$ cat src/assert_macros.svh
// Assertion macros shared by the recognizer RTL.
`ifndef ASSERT_MACROS_SVH
`define ASSERT_MACROS_SVH

// Check cons in the same cycle as ante.
`define ASSERT_IMPL(label, clk, rstn, ante, cons, msg) \
    label: assert property (@(posedge clk) disable iff (!(rstn)) (ante) |-> (cons)) \
        else $error(msg);

// Check cons in the cycle after ante.
`define ASSERT_NEXT(label, clk, rstn, ante, cons, msg) \
    label: assert property (@(posedge clk) disable iff (!(rstn)) (ante) |=> (cons)) \
        else $error(msg);

`endif

$ cat src/tgpr_pkg.sv
// Grammar state codes, token codes and the per-token transition function.
package tgpr_pkg;

    localparam logic [3:0] S_IDLE     = 4'd0;
    localparam logic [3:0] S_INVALID  = 4'd1;
    localparam logic [3:0] S_END      = 4'd2;
    localparam logic [3:0] S_HELPER   = 4'd3;
    localparam logic [3:0] S_VNAME    = 4'd4;
    localparam logic [3:0] S_VCOLON   = 4'd5;
    localparam logic [3:0] S_DAT      = 4'd6;
    localparam logic [3:0] S_DATNAME  = 4'd7;
    localparam logic [3:0] S_DATID    = 4'd8;
    localparam logic [3:0] S_ASSIGN   = 4'd9;
    localparam logic [3:0] S_ASSIGNEQ = 4'd10;
    localparam logic [3:0] S_FUN      = 4'd11;
    localparam logic [3:0] S_FUNNAME  = 4'd12;
    localparam logic [3:0] S_FUNARGS  = 4'd13;
    localparam logic [3:0] S_FUNCOMMA = 4'd14;
    localparam logic [3:0] S_FUNEND   = 4'd15;

    localparam logic [4:0] T_INVALID     = 5'd0;
    localparam logic [4:0] T_END         = 5'd1;
    localparam logic [4:0] T_COMMENT     = 5'd2;
    localparam logic [4:0] T_EMPTY       = 5'd3;
    localparam logic [4:0] T_COLON       = 5'd4;
    localparam logic [4:0] T_TYPE        = 5'd5;
    localparam logic [4:0] T_NOP         = 5'd6;
    localparam logic [4:0] T_IDENT       = 5'd7;
    localparam logic [4:0] T_KEYWORD     = 5'd8;
    localparam logic [4:0] T_COMMA       = 5'd9;
    localparam logic [4:0] T_ASSIGNOP    = 5'd10;
    localparam logic [4:0] T_CONST_FIRST = 5'd11;
    localparam logic [4:0] T_CONST_LAST  = 5'd16;
    localparam logic [4:0] T_EXPR_BEGIN  = 5'd17;
    localparam logic [4:0] T_EXPR_END    = 5'd18;

    localparam logic [1:0] K_DAT = 2'd1;
    localparam logic [1:0] K_END = 2'd2;
    localparam logic [1:0] K_FUN = 2'd3;

    // Outcome of judging one token in one state
    localparam logic [1:0] ACT_GO    = 2'd0;
    localparam logic [1:0] ACT_PUSH  = 2'd1;
    localparam logic [1:0] ACT_RETRY = 2'd2;

    typedef struct packed {
        logic [1:0] act;
        logic [3:0] state;
        logic       acc;
        logic [3:0] ret;
    } judge_t;

    function automatic judge_t judge(input logic [3:0] st, input logic [4:0] tok,
                                     input logic [1:0] kw, input logic stacked);
        judge_t j;
        logic   is_kw;
        j.act   = ACT_GO;
        j.state = S_INVALID;
        j.acc   = 1'b0;
        j.ret   = S_IDLE;
        is_kw   = (tok == T_KEYWORD);
        if (tok == T_INVALID) begin
            j.state = S_INVALID;
        end else if (tok == T_END) begin
            j.state = S_END;
        end else if (tok == T_COMMENT || tok == T_EMPTY) begin
            j.state = st;
            j.acc   = (st != S_INVALID);
        end else begin
            unique case (st)
                S_VNAME: begin
                    if (tok == T_COLON) begin
                        j.state = S_VCOLON; j.acc = 1'b1;
                    end
                end
                S_VCOLON: begin
                    if (tok == T_TYPE) begin
                        j.state = S_HELPER; j.acc = 1'b1;
                    end
                end
                S_IDLE: begin
                    if (tok == T_NOP) begin
                        j.state = S_IDLE; j.acc = 1'b1;
                    end else if (tok == T_IDENT) begin
                        j.act = ACT_PUSH; j.ret = S_ASSIGN; j.state = S_VNAME; j.acc = 1'b1;
                    end else if (is_kw && kw == K_DAT) begin
                        j.state = S_DAT; j.acc = 1'b1;
                    end else if (stacked) begin
                        j.act = ACT_RETRY;
                    end
                end
                S_DAT: begin
                    if (tok == T_IDENT) begin
                        j.state = S_DATNAME; j.acc = 1'b1;
                    end
                end
                S_DATNAME: begin
                    if (tok == T_IDENT) begin
                        j.act = ACT_PUSH; j.ret = S_DATID; j.state = S_VNAME; j.acc = 1'b1;
                    end
                end
                S_DATID: begin
                    if (tok == T_COMMA) begin
                        j.state = S_DATNAME; j.acc = 1'b1;
                    end else if (is_kw && kw == K_END) begin
                        j.state = S_IDLE; j.acc = 1'b1;
                    end
                end
                S_ASSIGN: begin
                    if (tok == T_ASSIGNOP) begin
                        j.state = S_ASSIGNEQ; j.acc = 1'b1;
                    end
                end
                S_ASSIGNEQ: begin
                    if (tok >= T_CONST_FIRST && tok <= T_CONST_LAST) begin
                        j.state = S_IDLE; j.acc = 1'b1;
                    end else if (is_kw && kw == K_FUN) begin
                        j.state = S_FUN; j.acc = 1'b1;
                    end
                end
                S_FUN: begin
                    if (tok == T_IDENT) begin
                        j.state = S_FUNNAME; j.acc = 1'b1;
                    end else if (tok == T_EXPR_BEGIN) begin
                        j.state = S_FUNARGS; j.acc = 1'b1;
                    end
                end
                S_FUNNAME: begin
                    if (tok == T_EXPR_BEGIN) begin
                        j.state = S_FUNARGS; j.acc = 1'b1;
                    end
                end
                S_FUNARGS: begin
                    if (tok == T_IDENT) begin
                        j.act = ACT_PUSH; j.ret = S_FUNCOMMA; j.state = S_VNAME; j.acc = 1'b1;
                    end else if (tok == T_EXPR_END) begin
                        j.act = ACT_PUSH; j.ret = S_FUNEND; j.state = S_IDLE; j.acc = 1'b1;
                    end
                end
                S_FUNCOMMA: begin
                    if (tok == T_COMMA) begin
                        j.state = S_FUNARGS; j.acc = 1'b1;
                    end else if (tok == T_EXPR_END) begin
                        j.act = ACT_PUSH; j.ret = S_FUNEND; j.state = S_IDLE; j.acc = 1'b1;
                    end
                end
                S_FUNEND: begin
                    if (is_kw && kw == K_END) begin
                        j.state = S_IDLE; j.acc = 1'b1;
                    end
                end
                default: begin
                    j.state = S_INVALID;
                end
            endcase
        end
        return j;
    endfunction

endpackage

$ cat src/token_grammar_pushdown_recognizer_unit.sv
// Recognizer top level: grammar state, stack memory control and result buffer.
//
// Checks a stream of lexer tokens against the statement grammar.
// Input channel s_*: one token word per handshake (token kind, keyword code).
// Result channel m_*: one result word per token (accepted, parse state,
// scope depth, stack overflow), in token order.
// Throughput: one token per cycle while s_tready is high. Each result is
// registered in the output or, on a stall, the skid register. The return
// stack lives in a RAM with two registered read ports that always hold the
// entries at the stack level and one below it; a push in the same cycle is
// forwarded, so up to two pops and one push complete per token.
// Reset: parse state idle, depth zero; stack entries hold garbage until
// pushed and take no clearing pass.
// Stall: results queue in an output register and a skid register; s_tready
// drops only when both hold a word that m_tready has not yet taken.
`include "assert_macros.svh"

module token_grammar_pushdown_recognizer_unit #(
    parameter int STACK_DEPTH = 16
) (
    input  logic        aclk,
    input  logic        aresetn,
    input  logic        s_tvalid,
    output logic        s_tready,
    input  logic [7:0]  s_tdata,   // [4:0] token_kind, [6:5] keyword_code
    output logic        m_tvalid,
    input  logic        m_tready,
    output logic [15:0] m_tdata    // [0] accepted, [4:1] parse_state,
                                   // [8:5] scope_depth, [9] stack_overflow
);

    import tgpr_pkg::*;

    localparam int LW = (STACK_DEPTH > 1) ? $clog2(STACK_DEPTH) : 1;
    localparam logic [LW-1:0] LEVEL_FULL = LW'(STACK_DEPTH - 1);

    logic [3:0]    state_reg, state_next;
    logic [LW-1:0] level_reg, level_next;
    logic          fwd_reg;
    logic [3:0]    fwd_data_reg;

    logic [4:0]    tok;
    logic [1:0]    kw;
    logic          fire;
    logic [3:0]    rd_top, rd_below, top_a;
    logic [LW-1:0] addr_below;

    logic          helper_pop;
    logic [3:0]    s1, after1;
    logic [LW-1:0] l1, l2, lx;
    judge_t        j1, j2, jf;
    logic [3:0]    step_state;
    logic [LW-1:0] step_level;
    logic          step_acc, step_ovf, step_push;
    logic [LW+3:0] depth_ext;
    logic [15:0]   result;

    assign tok  = s_tdata[4:0];
    assign kw   = s_tdata[6:5];
    assign fire = s_tvalid && s_tready;

    // forward a push made in the previous cycle over the stale read
    assign top_a = fwd_reg ? fwd_data_reg : rd_top;

    always_comb begin
        helper_pop = (state_reg == S_HELPER) && (level_reg != '0);
        s1     = helper_pop ? top_a : state_reg;
        l1     = helper_pop ? level_reg - LW'(1) : level_reg;
        after1 = helper_pop ? rd_below : top_a;
        j1     = judge(s1, tok, kw, l1 != '0);
        l2     = l1 - LW'(1);
        j2     = judge(after1, tok, kw, l2 != '0);
        if (j1.act == ACT_RETRY) begin
            lx = l2;
            jf = j2;
            if (j2.act == ACT_RETRY) begin
                jf.act   = ACT_GO;
                jf.state = S_INVALID;
                jf.acc   = 1'b0;
            end
        end else begin
            lx = l1;
            jf = j1;
        end

        step_ovf   = 1'b0;
        step_push  = 1'b0;
        step_state = jf.state;
        step_acc   = jf.acc;
        step_level = lx;
        if (jf.act == ACT_PUSH) begin
            if (lx == LEVEL_FULL) begin
                step_ovf   = 1'b1;
                step_state = S_INVALID;
                step_acc   = 1'b0;
            end else begin
                step_push  = 1'b1;
                step_level = lx + LW'(1);
            end
        end

        state_next = fire ? step_state : state_reg;
        level_next = fire ? step_level : level_reg;
        addr_below = (level_next == '0) ? '0 : level_next - LW'(1);
    end

    always_ff @(posedge aclk) begin
        if (!aresetn) begin
            state_reg <= S_IDLE;
            level_reg <= '0;
            fwd_reg   <= 1'b0;
        end else begin
            state_reg <= state_next;
            level_reg <= level_next;
            fwd_reg   <= fire && step_push;
        end
        fwd_data_reg <= jf.ret;
    end

    tgpr_ram #(
        .WIDTH(4),
        .DEPTH(STACK_DEPTH)
    ) u_stack (
        .aclk    (aclk),
        .we      (fire && step_push),
        .waddr   (level_next),
        .wdata   (jf.ret),
        .raddr_a (level_next),
        .rdata_a (rd_top),
        .raddr_b (addr_below),
        .rdata_b (rd_below)
    );

    assign depth_ext = {4'b0000, step_level};
    assign result    = {6'b000000, step_ovf, depth_ext[3:0], step_state, step_acc};

    tgpr_skid #(
        .WIDTH(16)
    ) u_out (
        .aclk      (aclk),
        .aresetn   (aresetn),
        .in_valid  (s_tvalid),
        .in_ready  (s_tready),
        .in_data   (result),
        .out_valid (m_tvalid),
        .out_ready (m_tready),
        .out_data  (m_tdata)
    );

    `ASSERT_IMPL(a_ovf_invalid, aclk, aresetn, fire && step_ovf, (step_state == S_INVALID) && !step_acc, "overflow without invalid state")
    `ASSERT_NEXT(a_hold_idle, aclk, aresetn, !fire, $stable(state_reg) && $stable(level_reg), "state moved without a word")
    `ASSERT_IMPL(a_fwd_level, aclk, aresetn, fwd_reg, level_reg != '0, "forwarded push at empty stack")
    `ASSERT_NEXT(a_level_step, aclk, aresetn, fire, {1'b0, level_reg} <= {1'b0, $past(level_reg)} + 1'b1, "stack grew by more than one")

endmodule

$ cat src/tgpr_ram.sv
// Generic RAM: one write port, two registered read ports.
module tgpr_ram #(
    parameter int WIDTH = 4,
    parameter int DEPTH = 16,
    localparam int AW = (DEPTH > 1) ? $clog2(DEPTH) : 1
) (
    input  logic             aclk,
    input  logic             we,
    input  logic [AW-1:0]    waddr,
    input  logic [WIDTH-1:0] wdata,
    input  logic [AW-1:0]    raddr_a,
    output logic [WIDTH-1:0] rdata_a,
    input  logic [AW-1:0]    raddr_b,
    output logic [WIDTH-1:0] rdata_b
);

    logic [WIDTH-1:0] mem [DEPTH];

    always_ff @(posedge aclk) begin
        if (we) begin
            mem[waddr] <= wdata;
        end
        rdata_a <= mem[raddr_a];
        rdata_b <= mem[raddr_b];
    end

endmodule

$ cat src/tgpr_skid.sv
// Two-entry output buffer: output register plus skid register.
module tgpr_skid #(
    parameter int WIDTH = 16
) (
    input  logic             aclk,
    input  logic             aresetn,
    input  logic             in_valid,
    output logic             in_ready,
    input  logic [WIDTH-1:0] in_data,
    output logic             out_valid,
    input  logic             out_ready,
    output logic [WIDTH-1:0] out_data
);

    logic             out_valid_reg, out_valid_next;
    logic [WIDTH-1:0] out_data_reg, out_data_next;
    logic             skid_valid_reg, skid_valid_next;
    logic [WIDTH-1:0] skid_data_reg, skid_data_next;
    logic             in_fire;

    assign in_ready  = !skid_valid_reg;
    assign in_fire   = in_valid && in_ready;
    assign out_valid = out_valid_reg;
    assign out_data  = out_data_reg;

    always_comb begin
        out_valid_next  = out_valid_reg;
        out_data_next   = out_data_reg;
        skid_valid_next = skid_valid_reg;
        skid_data_next  = skid_data_reg;
        if (!out_valid_reg || out_ready) begin
            // advance: skid word first, then the incoming word
            out_valid_next  = skid_valid_reg || in_fire;
            out_data_next   = skid_valid_reg ? skid_data_reg : in_data;
            skid_valid_next = 1'b0;
        end else if (in_fire) begin
            skid_valid_next = 1'b1;
            skid_data_next  = in_data;
        end
    end

    always_ff @(posedge aclk) begin
        if (!aresetn) begin
            out_valid_reg  <= 1'b0;
            skid_valid_reg <= 1'b0;
        end else begin
            out_valid_reg  <= out_valid_next;
            skid_valid_reg <= skid_valid_next;
        end
        out_data_reg  <= out_data_next;
        skid_data_reg <= skid_data_next;
    end

endmodule
$ cat config.mk
export PLATFORM = sky130hd
export DESIGN_NAME = token_grammar_pushdown_recognizer_unit
export DESIGN_NICKNAME = d
export VERILOG_FILES = /design/src/tgpr_pkg.sv /design/src/token_grammar_pushdown_recognizer_unit.sv /design/src/tgpr_ram.sv /design/src/tgpr_skid.sv
export VERILOG_INCLUDE_DIRS = /design/src /design/src/src
export SDC_FILE = /design/constraint.sdc
export NUM_CORES = 1
export LEC_CHECK = 0
export ABC_AREA = 1
export BUFFER_PORTS_ARGS = -buffer_cell sky130_fd_sc_hd__buf_2
export CAP_MARGIN = 20
export CORE_ASPECT_RATIO = 0.75
export CORE_MARGIN = 3
export CORE_UTILIZATION = 67
export CTS_CLUSTER_DIAMETER = 100
export DETAILED_ROUTE_END_ITERATION = 10
export MAX_ROUTING_LAYER = met4
export PLACE_DENSITY = 0.94
export SLEW_MARGIN = 20
export SYNTH_ARGS = -nofsm -noshare
export SYNTH_HDL_FRONTEND = slang
export SYNTH_SLANG_ARGS = --single-unit
$ cat constraint.sdc
create_clock -name aclk -period 6.5 [get_ports aclk]
set_input_delay 0.325 -clock aclk [delete_from_list [all_inputs] [get_ports aclk]]
set_output_delay 0.325 -clock aclk [all_outputs]
set_load 0.05 [all_outputs]
Word-level counts from Yosys, hierarchy flattened. Memory sizes are Yosys's and may differ from the RTL's. A register that Yosys moved wholly into a read port is not among the register bits. Cells that the tools add are included.

Register bits: 35. Bits in latches: 0. Bits in writable memories: 64. Bits in read-only memories: 0. Output and inout bits: 18. Word-level logic and storage cells: 174. Memories: 1.

Add/sub/neg operators: 4. Multipliers: 0. Div/mod/pow operators: 0. Magnitude comparators: 2. Equality and inequality tests: 46. Shift operators: 0. Multiplexer cells: 90. Bitwise operators: 2. Reduce and logical (&&, ||, !) cells: 21.

Memory list: u_stack.mem (words 16, bits a word 4, rd ports 2, clocked after Yosys merged registers in 2, wr ports 1, line tgpr_ram.sv:17) `logic [WIDTH-1:0] mem [DEPTH];`.

Operators with widths (number): 4-bit case mux with 13 select lines (2); 4-bit two-way mux (24); 5-bit two-way mux (16); 11-bit two-way mux (7); 4-bit equality test, second input constant (17); 7-bit two-way mux (8); 4-bit by 3-bit equality test with 1-bit output, second input constant (8); 4-bit case mux with 4 select lines (2); 10-bit two-way mux (3); 2-bit two-way mux (15); 1-bit case mux with 13 select lines (2); 5-bit by 3-bit equality test with 1-bit output, second input constant (4); 2-bit case mux with 4 select lines (2); 5-bit by 4-bit equality test with 1-bit output, second input constant (3); 4-bit zero test (3); 4-bit nonzero test (3); 4-bit by 1-bit subtractor with 4-bit output, second input constant (3); 5-bit by 2-bit equality test with 1-bit output, second input constant (2); 5-bit equality test, second input constant (2); 2-bit equality test, second input constant (4); 1-bit two-way mux (8); 4-bit by 1-bit != test with 1-bit output, second input constant (2); 1-bit logical AND (7); 5-bit by 1-bit equality test with 1-bit output, second input constant (1); other kinds (12) (17).

Depth between registers and ports, before layout. Gate-level depths: netlist of run 1.

Word-level depth: 26. Depth in mapped cells: 30. Gate-level depth less buffers: 29.

Hierarchy. From an unflattened synthesis of run 1, not the netlist that was laid out.

Cell total of the unflattened synthesis: 963. Area total of the unflattened synthesis: 7338.3 um^2.

Modules (own cells, without submodules): tgpr_ram (times used 1, cells an instance 441, area each 3737.3 um^2, seq. area each 2082.0 um^2); token_grammar_pushdown_recognizer_unit (times used 1, cells an instance 427, area each 2324.7 um^2, seq. area each 240.2 um^2); tgpr_skid (times used 1, cells an instance 95, area each 1276.2 um^2, seq. area each 1001.0 um^2).

Worst setup path after synthesis of run 1. No wires, ideal clock.

Path type: register to register. From: reg level_reg[0]. To: mem u_stack.mem[13][0], enable pin. Arrival: 3102 ps. Path slack: 3079 ps. Stages on the path, launching flop included: 23. Path buffers: 1. Cell sequence: dfxtp_1 > inv_1 > ha_1 > nand3_4 > nand3_1 > nand2_1 > nor2_2 > nand3_2 > nor2_4 > nand3_1 > nand2_2 > inv_2 > ha_1 > nand3_4 > nand2_4 > nand2_1 > nand3_2 > nand2_4 > inv_2 > nor2_2 > buf_2 > nand2_1 > nor2_1.

Cells in the longest elaborated chain, start to end: 26. Elaborated cells on any way between the ends: 54.

Ends and longest elaborated chain: start: declaration (line token_grammar_pushdown_recognizer_unit.sv:38) `logic [LW-1:0] level_reg, level_next;`; start signal: assignment (line token_grammar_pushdown_recognizer_unit.sv:114) `level_reg <= level_next;`; parallel branches: the longest is 26 deep, another holds 4-bit by 1-bit subtractor with 4-bit output; end: declaration (line tgpr_ram.sv:17).

Several ways; the timed one is not identified. The select of a mux whose other input is x is not followed.

Final worst setup path of run 1.
From: reg level_reg[0]. To: mem u_stack.mem[14][0], enable pin.

The elaborated chain is that of the path after synthesis.

==> results.json, run 1 <==
{
  "outcome": "complete, no violations",
  "netlist_instances": 745,
  "path_delay_family": "simple AND/OR/NAND/NOR gates",
  "min_from": "aresetn",
  "die-area_mm2": 0.00960,
  "leakage_uw": 0.00274,
  "swShare_pct": 29.7,
  "drc": 0,
  "worstHoldPathCells": 3,
  "r2r_slack_ns": 1.56,
  "syn_to_final_growth_pct": 8.82,
  "crit_arrival_ns": 4.96,
  "die_y_um": 85.6,
  "ctsHoldBuffers": 0,
  "maxSlewHeadroom_pct": 31.7,
  "dpl.hpwl_um": 12100,
  "htreeDepth": 3,
  "numCtsBuffers": 9,
  "comb_power_share_pct": 17.7,
  "utilization_pct": 76.4,
  "p_int_uw": 1020,
  "clock_path_buffers": 2,
  "synth_seq_cells": 88,
  "p_per_area_mw_per_mm2": 236,
  "synth.avg_cell_area_um2": 7.60,
  "num_vias": 5514,
  "end_kind": "register",
  "period_share_pct": 75.9,
  "clock_latency_ns": 0.35,
  "synth_flop_cell": "edfxtp_1",
  "drtIter0Drc": 792,
  "cp_num_cells": 21,
  "clkTransAtPathRegs_ns": 0.07,
  "drv_slew": 0,
  "slowest_delay_ns": 0.76,
  "clock_skew_ns": 0.00790,
  "setup-tns-final_ns": 0,
  "core_area_mm2": 0.00806,
  "switchingPower_uw": 433,
  "holdPathEnd": "state_reg[2]",
  "ys_seq_area_share_pct": 43.2,
  "antenna_found_initial": 1,
  "first_global_vias": 5149,
  "worstSetupStartpointType": "register",
  "pwr-share-clk_pct": 39.2,
  "synthMostInstantiatedCell": "nand2_1",
  "start_util_pct": 70.2,
  "grt_util_all_layers_pct": 35.3,
  "yosys-top-cells-area": "edfxtp_1, nand2_1, inv_1",
  "synthArstFlopShare_pct": 0,
  "criticalPathCategory": "register to register",
  "grt_pass1_wl_um": 25900,
  "nNetsFinal": 783,
  "max-vdd-ir-drop_mv": 0.168,
  "reg2reg_to": "u_stack.mem[14][0]",
  "grt_setup_unrepaired": "false",
  "yosysTopAreaCell": "edfxtp_1",
  "routedWlPerCell_um": 18.5,
  "largest_reg_flops": 48,
  "path_max_fanout": 13,
  "synthesis.area_mm2": 0.00566,
  "clock.fmax_mhz": 203,
  "grt_overflow": 0,
  "cts.sinks": 88,
  "reg2reg_depth": 21,
  "drt_wl_total_um": 16300,
  "report.final.hold_viol_count": 0,
  "yosys.area.top_type_share_pct": 36.1,
  "slowest_stage": "nor2_1",
  "netlist_top_cells_count": "nand2_1, inv_1, edfxtp_1, nor2_1, nand3_1",
  "gp_congestion": 1.02,
  "synth_edf_count": 68,
  "finalSetupViolCount": 0,
  "required_ns": 6.53,
  "grt_max_degree": 24,
  "synthDistinctLibCells": 46,
  "antenna_left": 0,
  "cts_tree": "done",
  "yosys_warnings": 0,
  "r2r_start": "level_reg[0]",
  "row_count": 28,
  "path_cells": "inv_1 > ha_1 > nand3_4 > nand3_1 > nand2_1 > nor2_2 > nand2_4 > nor2_4 > nand3_4 > nand2_1 > nand2_2 > inv_2 > ha_1 > nand3_4 > nand3_2 > nand3_2 > nand2_4 > inv_2 > nor2_1 > nand2_1 > nor2_1",
  "pin_count": 30,
  "drv_cap": 0,
  "dr.pass1.iters": 6,
  "die_x_um": 112,
  "cp_num_buf_inv": 3,
  "hold_path.class": "input pin to register",
  "root_buffer": "clkbuf_16",
  "p_seq_share_pct": 43.1,
  "period_needed_ns": 4.94,
  "vias_per_cell": 6.27,
  "tightest_slew_ns": 1.02,
  "drive_gt1_share_pct": 14.0,
  "ctsResizeCount": 0,
  "numPortBuffers": 22,
  "cts_setup_buffers": 0,
  "fill_cells": 556
}
[worst max-delay path by stage]
stage,from,to,slack (ns)
final,level_reg[0],u_stack.mem[14][0],1.56
after global routing,level_reg[0],u_stack.mem[14][0],1.33
after CTS,level_reg[0],u_stack.mem[14][0],1.78
after detailed placement,level_reg[0],u_stack.mem[14][0],1.82
after global placement,s_tdata[1],u_stack.mem[14][3],2.01
after floorplan,level_reg[0],u_stack.mem[13][0],3.08
[worst min-delay path, cell delays in order]
cell and delay [ns]:
buf_2 0.13, o21ai_0 0.08, a21oi_1 0.04
[power by group through the flow]
stage	logic, uW	clock network [uW]	registers (uW)
2_1_floorplan	164	0	663
3_3_place_gp	236	0	638
3_5_place_dp	244	0	639
4_1_cts	247	568	627
5_1_grt	276	591	628
6_report	257	571	627
[kinds of logic after synthesis]
group | after synthesis | synth area share [%]
flops | 88 | 43.2
other cells | 1 | 0.0663
xor+xnor | 1 | 0.155
fa+ha+maj | 2 | 0.442
compound gates | 109 | 11.6
buf+inv | 151 | 10.9
simple gates | 393 | 33.7
[cell type report]
cell class | instances | area, um^2 | share of cell area [%]
Clock buffer | 9 | 225 | 3.66
Antenna cell | 1 | 2.50 | 0.0406
Sequential cell | 88 | 2440 | 39.7
Clock inverter | 7 | 101 | 1.65
Tap cell | 105 | 131 | 2.13
Multi-Input combinational cell | 511 | 2620 | 42.5
Inverter | 134 | 505 | 8.21
Timing Repair Buffer | 25 | 133 | 2.15
[layout by cell type (no fill, tap or decap), types with 3 or more instances in the layout]
cell	count
nor2_8	3
o21ai_0	54
o311ai_0	3
dfxtp_1	20
inv_2	14
clkinv_1	3
nand3_4	5
nor4_1	4
a21oi_1	16
nand2_2	12
inv_1	116
buf_2	22
nand3_2	6
conb_1	6
nand3b_1	4
nand4_1	7
a31oi_1	4
nor3_1	14
nor2_1	68
nand2_1	192
o2111ai_1	4
nand2_4	10
o21ai_1	11
buf_4	3
clkbuf_16	9
a211oi_1	3
edfxtp_1	68
nor2_2	6
nand3_1	58
[routing by layer]
layer,vias to the layer above,track usage (%),routed length (um)
met4,0,9.28,417
met5,-,-,0
met3,69,10.4,2510
met1,2522,48.1,6310
li1,2478,-,-
met2,445,52.4,7090
[metrics by stage]
step	setup slack [ns]	cells	hold slack (ns)	power (uW)	area, um^2
4_1_cts	1.78	879	0.263	1440	6160
3_3_place_gp	2.01	863	0.511	875	5830
2_1_floorplan	3.08	750	0.463	827	5680
6_report	1.56	880	0.273	1460	6160
3_5_place_dp	1.82	863	0.516	884	5830
5_1_grt	1.33	880	0.275	1500	6160
Power figures use the tool's default switching activity.
==> run 2: changes to the inputs <==
CORE_UTILIZATION = 62   (was 67)
PLACE_DENSITY = 0.89   (was 0.94)
clock period = 4.9 ns   (was 6.5 ns; I/O delays follow)
==> results.json, run 2 (synthesized netlist as in run 1, its figures left out) <==
{
  "startpoint": "level_reg[0]",
  "place_ws_ns": 0.758,
  "nNetsFinal": 786,
  "period_share_pct": 87.6,
  "drc": 0,
  "syn_to_final_growth_pct": 8.42,
  "setup_ws_ns": 0.606,
  "antenna_found_initial": 0,
  "grt_util_all_layers_pct": 32.6,
  "clkTransAtPathRegs_ns": 0.07,
  "numPortBuffers": 22,
  "fin_area_mm2": 0.00614,
  "hold_path.class": "input pin to register",
  "crit_arrival_ns": 4.32,
  "cts.sinks": 88,
  "tightest_slew_ns": 0.901,
  "timing.hold.ws_ns": 0.177,
  "placed_cell_area_mm2": 0.00586,
  "drt_wl_total_um": 15600,
  "max-vdd-ir-drop_mv": 0.324,
  "r2r_slack_ns": 0.61,
  "drtIter0Drc": 881,
  "htreeDepth": 3,
  "ctsHoldBuffers": 0,
  "min_from": "aresetn",
  "dpl.hpwl_um": 11400,
  "worstSetupStartpointType": "register",
  "drive_gt1_share_pct": 14.2,
  "cts_setup_buffers": 0,
  "reg2reg_depth": 22,
  "grt_max_degree": 24,
  "grt_setup_unrepaired": "false",
  "finalSetupViolCount": 0,
  "core_area_mm2": 0.00867,
  "cts_tree": "done",
  "num_antenna_cells": 0,
  "die_x_um": 116,
  "num_vias": 5367,
  "reg2reg_to": "u_stack.mem[13][2]",
  "die-area_mm2": 0.0103,
  "clock_skew_ns": 0.00595,
  "report.final.hold_viol_count": 0,
  "leakage_uw": 0.00272,
  "r2r_start": "level_reg[0]",
  "routedWlPerCell_um": 17.6,
  "antenna_left": 0,
  "gp_congestion": 1.10,
  "vias_per_cell": 6.06,
  "end_kind": "register",
  "path_max_fanout": 13,
  "root_buffer": "clkbuf_16",
  "start_util_pct": 65.3,
  "pin_count": 30,
  "maxSlewHeadroom_pct": 39.7,
  "layout_commonest_cell": "nand2_1",
  "worstHoldPathCells": 3,
  "utilization_pct": 70.8,
  "outcome": "complete, no violations",
  "grt_overflow": 0,
  "ctsResizeCount": 0,
  "clock.fmax_mhz": 233,
  "clock_latency_ns": 0.35,
  "clock_path_buffers": 2,
  "period_needed_ns": 4.29,
  "grt_pass1_wl_um": 24800,
  "first_global_vias": 4844,
  "drv_cap": 0,
  "holdPathEnd": "state_reg[1]",
  "drv_slew": 0,
  "setup-tns-final_ns": 0,
  "criticalPathCategory": "register to register",
  "numCtsBuffers": 9,
  "dr.pass1.iters": 6,
  "p_per_area_mw_per_mm2": 296,
  "die_y_um": 88.7,
  "largest_reg_flops": 48,
  "row_count": 29,
  "required_ns": 4.93,
  "layout_common_cells": "nand2_1, inv_1, nor2_1, edfxtp_1, nand3_1"
}
-- run 2: cell count changes in the layout (fill, tap and decap cells not counted), sizes merged --
cell	delta
bufinv	-2
buf	+3
diode	-1
clkinvlp	+2
-- run 2: per-stage QoR --
stage          cells  total power [uW]
2_1_floorplan    750              1100
3_3_place_gp     869              1160
3_5_place_dp     869              1170
4_1_cts          885              1810
5_1_grt          885              1880
6_report         885              1820
-- run 2: layout make-up --
class	count	area, um^2
multi-input combinational	511	2620
fill	663	2540
sequential	88	2440
inverter	134	505
clock buffer	9	225
timing repair buffer	28	155
tap	108	135
clock inverter	7	55.1
-- run 2: critical path: stages (launching register included) --
cell	delay, ns
dfxtp_1	0.32
inv_1	0.13
ha_1	0.26
nand3_4	0.15
nand3_1	0.12
nand2_1	0.16
nor2_2	0.28
nand3_2	0.14
nor2_4	0.23
nand3_1	0.14
nand2_2	0.15
inv_2	0.05
ha_1	0.24
nand3_4	0.15
nand2_4	0.08
nand2_1	0.10
nand3_2	0.09
nand2_4	0.15
inv_2	0.12
nor2_2	0.10
buf_4	0.22
nand2_1	0.25
nor2_1	0.34
-- run 2: where the power goes --
group	internal [uW]	switching [uW]
clock	348	300
sequential	822	9.54
combinational	84.6	254
-- run 2: worst max-delay path by stage --
stage | end | slack (ns) | cells after the start
2_1_floorplan | u_stack.mem[13][0] | 1.48 | 22
3_3_place_gp | u_stack.mem[13][3] | 0.98 | 23
3_5_place_dp | u_stack.mem[7][0] | 0.76 | 21
4_1_cts | u_stack.mem[7][3] | 0.71 | 21
5_1_grt | u_stack.mem[7][0] | 0.36 | 24
6_report | u_stack.mem[13][2] | 0.61 | 22
-- run 2: metal layers --
metal / vias up / track usage [%] / part of all wire (%)
met4: 0 / 8.22 / 2.1
met2: 384 / 46.9 / 42
met3: 48 / 8.13 / 14
li1: 2484 / - / -
met1: 2451 / 46.4 / 42
met5: - / - / 0
